<file path="config.mk">
export PLATFORM = sky130hd
export DESIGN_NAME = pact_lenmul
export DESIGN_NICKNAME = d
export VERILOG_FILES = /design/src/sv/pact_pkg.sv /design/src/sv/pact_lenmul.sv
export SDC_FILE = /design/constraint.sdc
export NUM_CORES = 1
export LEC_CHECK = 0
export ABC_CLOCK_PERIOD_IN_PS = 15550
export BUFFER_PORTS_ARGS = -buffer_cell sky130_fd_sc_hd__buf_4
export CORE_AREA = 10 10 142 144
export CTS_CLUSTER_DIAMETER = 50
export DETAILED_ROUTE_END_ITERATION = 8
export DIE_AREA = 0 0 152 154
export PLACE_DENSITY = 0.76
export SLEW_MARGIN = 20
export SYNTH_ARGS = -nofsm -noshare
export SYNTH_HDL_FRONTEND = slang
export SYNTH_SLANG_ARGS = --single-unit
export TNS_END_PERCENT = 20
</file>
<file path="constraint.sdc">
create_clock -name i_clk -period 15.55 [get_ports i_clk]
set_input_delay 0.7775 -clock i_clk [delete_from_list [all_inputs] [get_ports i_clk]]
set_output_delay 0.7775 -clock i_clk [all_outputs]
set_load 0.01 [all_outputs]
</file>
<file path="src/sv/pact_pkg.sv">
// Package for the per-address connect throttle: entry record, register codes,
// reset values and the small arithmetic helpers. No dependencies.
package pact_pkg;

    localparam int DEF_ENTRIES    = 64;
    localparam int DEF_MAX_STAGES = 8;

    // Configuration register indexes.
    localparam logic [2:0] REG_TRIGGER_COUNT = 3'd0;
    localparam logic [2:0] REG_TRIGGER_SPAN  = 3'd1;
    localparam logic [2:0] REG_STAGE_LIMIT   = 3'd2;
    localparam logic [2:0] REG_CACHE_LENGTH  = 3'd3;
    localparam logic [2:0] REG_BASE_BAN_LEN  = 3'd4;

    localparam logic [7:0]  RST_TRIGGER_COUNT = 8'd3;
    localparam logic [15:0] RST_TRIGGER_SPAN  = 16'd15;
    localparam logic [3:0]  RST_STAGE_LIMIT   = 4'd5;
    localparam logic [19:0] RST_CACHE_LENGTH  = 20'd3600;
    localparam logic [15:0] RST_BASE_BAN_LEN  = 16'd180;

    typedef struct packed {
        logic [63:0] key_high;
        logic [63:0] key_low;
        logic [31:0] window_start;
        logic [7:0]  attempt_count;
        logic [31:0] ban_time;
        logic [3:0]  ban_stage;
        logic [31:0] expiry_time;
    } t_entry;

    // Factorial of the stage, with the stage clamped to 1..max_s.
    function automatic logic [15:0] pact_fact(input logic [3:0] s, input logic [3:0] max_s);
        logic [3:0] c;
        logic [15:0] f;
        c = s;
        if (c < 4'd1) c = 4'd1;
        if (c > max_s) c = max_s;
        case (c)
            4'd1:    f = 16'd1;
            4'd2:    f = 16'd2;
            4'd3:    f = 16'd6;
            4'd4:    f = 16'd24;
            4'd5:    f = 16'd120;
            4'd6:    f = 16'd720;
            4'd7:    f = 16'd5040;
            4'd8:    f = 16'd40320;
            default: f = 16'd1;
        endcase
        return f;
    endfunction

    function automatic logic [31:0] pact_sat_add(input logic [31:0] a, input logic [31:0] b);
        logic [32:0] r;
        r = {1'b0, a} + {1'b0, b};
        return r[32] ? 32'hFFFF_FFFF : r[31:0];
    endfunction

endpackage

</file>
<file path="src/sv/pact_lenmul.sv">
// Ban length unit: base ban length times the factorial of a stage, registered.
// Depends on pact_pkg.
module pact_lenmul #(
    parameter int MAX_STAGES = pact_pkg::DEF_MAX_STAGES
) (
    input  logic        i_clk,
    input  logic [15:0] i_base,
    input  logic [3:0]  i_stage,
    output logic [31:0] o_len
);
    import pact_pkg::*;

    localparam logic [3:0] MAX_S = 4'(MAX_STAGES);

    logic [31:0] r_prod;

    always_ff @(posedge i_clk) begin
        r_prod <= {16'd0, i_base} * {16'd0, pact_fact(i_stage, MAX_S)};
    end

    assign o_len = r_prod;

endmodule

</file>
; ---- After elaboration in Yosys (flattened, before gate mapping)
; Memories as Yosys holds them, arrays and structs flattened.
; Cells that the tools add are included.
[totals]
register_bits = 32
latch_bits = 0
ram_bits = 0
rom_bits = 224
inputBits = 21
out_inout_bits = 32
elab_cells = 7
mem_count = 1
[memory_table]
columns = name, depth, width, read_ports, rd_clocked_by_memory_dff, wr, line
row1 = (no name shown), 16, 14, 1, 0, 0, pact_pkg.sv:38  ; case (c)
[op_classes]
add_sub_neg = 0
multipliers = 1
div_mod_pow = 0
magnitude_cmp = 2
n_eq_ne = 0
n_shift = 0
n_mux = 2
n_bitwise = 0
reduce_logical = 0
[ops]
columns = op, n
row1 = multiplier 16 x 16 -> 32 bit, 1
row2 = 2-to-1 mux 4 bit, 2
row3 = greater-than comparator 4 bit (second input constant), 1
row4 = less-than comparator 4 x 1 -> 1 bit (second input constant), 1

; ---- Longest topological paths before layout
; An unclocked memory read counts as a cell.
[logic_depth]
depth_word = 6
ltp_mapped = 29
ltp_nobuf = 27

; ---- Least setup slack after synthesis
; OpenSTA, ideal clock, no wires.
[synth_timing]
path_kind = input-to-reg
start = in i_stage[1]
end = reg r_prod[25], in the netlist o_len[25]
setup_ns = 0.121
arrival_time_ns = 6.775
required_ns = 15.429
path_slack_ns = 8.654
cell_stages = 26
path_cell_list = clkbuf_1 -> nor2_1 -> nor2_1 -> or2_2 -> inv_1 -> ha_1 -> nor3b_1 -> clkbuf_1 -> nand2_1 -> fa_1 -> fa_1 -> fa_1 -> inv_1 -> fa_1 -> fa_1 -> inv_1 -> fa_1 -> inv_1 -> ha_1 -> buf_2 -> a21o_1 -> a31o_1 -> a31o_1 -> o21ai_1 -> nand2_1 -> xor2_1
[synth_between]
elab_chain_len = 6
[synth_rtl]
columns = item, line
row1 = from (decl), pact_lenmul.sv:8  ; input logic [3:0] i_stage,
row2 = less-than comparator 4 x 1 -> 1 bit, pact_pkg.sv:36  ; if (c < 4'd1) c = 4'd1;
row3 = 2-to-1 mux 4 bit (*), pact_pkg.sv:36
row4 = greater-than comparator 4 bit, pact_pkg.sv:37  ; if (c > max_s) c = max_s;
row5 = 2-to-1 mux 4 bit (*), pact_pkg.sv:37
row6 = memory read (16 x 14 bit) (*), n/a
row7 = multiplier 16 x 16 -> 32 bit (*), pact_lenmul.sv:18  ; r_prod <= {16'd0, i_base} * {16'd0, pact_fact(i_stage, MAX_S)};
row8 = to (signal assigned), pact_lenmul.sv:18
row9 = to (decl), pact_lenmul.sv:15  ; logic [31:0] r_prod;
; Mark *: on every way between the ends. The rest lies on a longest branch, timed or not.

; ---- Final worst setup path
; Ends and elaborated chain as after synthesis.

==> metrics.cfg <==
[sta]
finalHoldViolations=0
finalCriticalPeriod_ns=7.540
period_share=0.4849
finalMaxSlewViolations=0
tns_ns=0
timing.fmax_ghz=0.1326
slew_headroom=0.3997
rsz0062_at_grt=false
finalSetupViolCount=0
worst_pin_slew_ns=0.8985

[die]
initial_core_util=0.4975
rows=48
core_mm2=0.01718
die_area_mm2=0.02341
pin_count=53
die_y_um=154
die_w_um=152

[clock_network]
cts_root_buf=clkbuf_16
postCtsSetupBuffers=0
cts.sinks=32
cts.path.max_buffers=2
path_clk_slew_ns=0.05
post_cts_resized=0
htree_levels=2
cts_inserted_buffers=5
hold_buffers=0
cts_tree=done

[finish]
area_delta_synth_final_pct=8.594
fillers=1588
stdcell_area_mm2=0.009280
final_util=0.5403
diodes=0
largest_reg_flops=32
post_route_cells_drive_above_1_share=0.08569
nets=1289

[placed_design]
io_buffers=52
place_area_mm2=0.009125
place.gp.congestion=0.9270
dp_hpwl_mm=17.64

[synth]
synthTopCellsByCount=235 x inv_1, 165 x fa_1, 111 x ha_1
ys_seq_elements=32
ys.flop_type=dfxtp_1
netlist_instances=959
yosys.area.top_type=fa_1
syn_avg_cell_area_um2=8.911
yosys.area.top_type_share=0.3865
async_flop_share=0
synth_area_mm2=0.008546
ys_seq_area_frac=0.07496
yosys_warnings=0
synthTopCellsByArea=fa_1 39%, ha_1 16%, inv_1 10%, dfxtp_1 7.5%, nand2_1 4.3%
ys_types=50
synth.net_count=1256
synth_edf_count=0
synth_most_common_cell=inv_1

[critical_path]
slowest_delay_ns=0.74
critPathBufInv=6
critPathCaptureType=flip-flop
crit_slowest_cell=nor3b_1
path_common_cell=fa_1
required_ns=15.72
critical_path_class=input pin to flip-flop
critical-path-top-delay-family=adder cells
crit_fanout=47
startpoint_type=input pin
worstPathArrival_ns=7.71

[drt]
ant_nets=0
num_vias=6564
first_pass_iters=5
drt-initial-drc-count=410
route.detailed.wl_per_inst_um=16.78
drt_wl_total_mm=20.43
vias_per_cell=5.394
drc=0

[global_route]
antenna_found_initial=0
track_usage=0.1743
grt_remaining_overflow=0
grt_pass1_wl_mm=34.08
grt_pass1_vias=7052
grt_max_degree=51

[min_path]
hold_class=input pin to flip-flop

[pwr]
powerDensity_mw_per_mm2=134.2
p_total_mw=1.245
leakagePower_nw=4.979
vdd_drop_max_uv=103.2

[run_status]
status=finished clean

[run]
maxCapViolCount=0

-- cell usage in the layout (no fill, tap or decap), drive strengths merged, types with 6 or more instances in the layout --
cell	n
fa	165
a21o	8
nand2b	17
dfxtp	32
ha	111
a211oi	6
nor2	23
xnor2	16
o21ai	17
and3	34
nand2	99
buf	56
a21oi	47
clkbuf	7
nand3	15
and2	42
xor2	9
nor3	6
inv	235
-- power by group --
| group | leakage (nW) | internal [mW] | switching (mW) |
|---|---|---|---|
| Combinational | 4.63 | 0.406 | 0.601 |
| Sequential | 0.269 | 0.126 | 0.00911 |
| Clock | 0.0760 | 0.0671 | 0.0360 |
-- stage by stage --
step                      hold WS (ns)  setup WS (ns)  cells
after floorplan                 0.8992          8.654    959
after global placement           1.101          7.927   1210
after detailed placement         1.104          7.792   1210
after CTS                       0.8191          8.062   1217
after global routing            0.8222          7.604   1217
final                           0.8202          8.010   1217
-- kinds of logic after synthesis --
kind of cell | synth area share
flops | 0.07496
fa+ha+maj | 0.5490
buf+inv | 0.1179
xor+xnor | 0.02562
compound gates | 0.08170
simple gates | 0.1508
-- worst paths after layout --
path / end / cells past startpoint / slack (ns) / start
setup / recovery: o_len[25] / 25 / 8.01 / i_stage[1]
hold / removal: o_len[0] / 2 / 0.82 / i_base[0]
-- metal layers --
layer / part of all wire / wire length [µm] / vias up / GRT usage
li1: - / - / 3024 / -
met1: 0.40 / 8162 / 3285 / 0.2132
met2: 0.53 / 10730 / 224 / 0.3155
met3: 0.053 / 1089 / 31 / 0.02315
met4: 0.021 / 438 / 0 / 0.04356
met5: 0 / 0 / - / 0
-- layout make-up --
class,instances,area [µm²],share of cell area
multi-input cells,662,6903,0.7438
inverters,235,882.1,0.09505
flip-flops and latches,32,640.6,0.06903
repair buffers,56,420.4,0.04530
well taps,225,281.5,0.03034
clock buffers,7,152.6,0.01645
(Power assumes the default switching activity.)
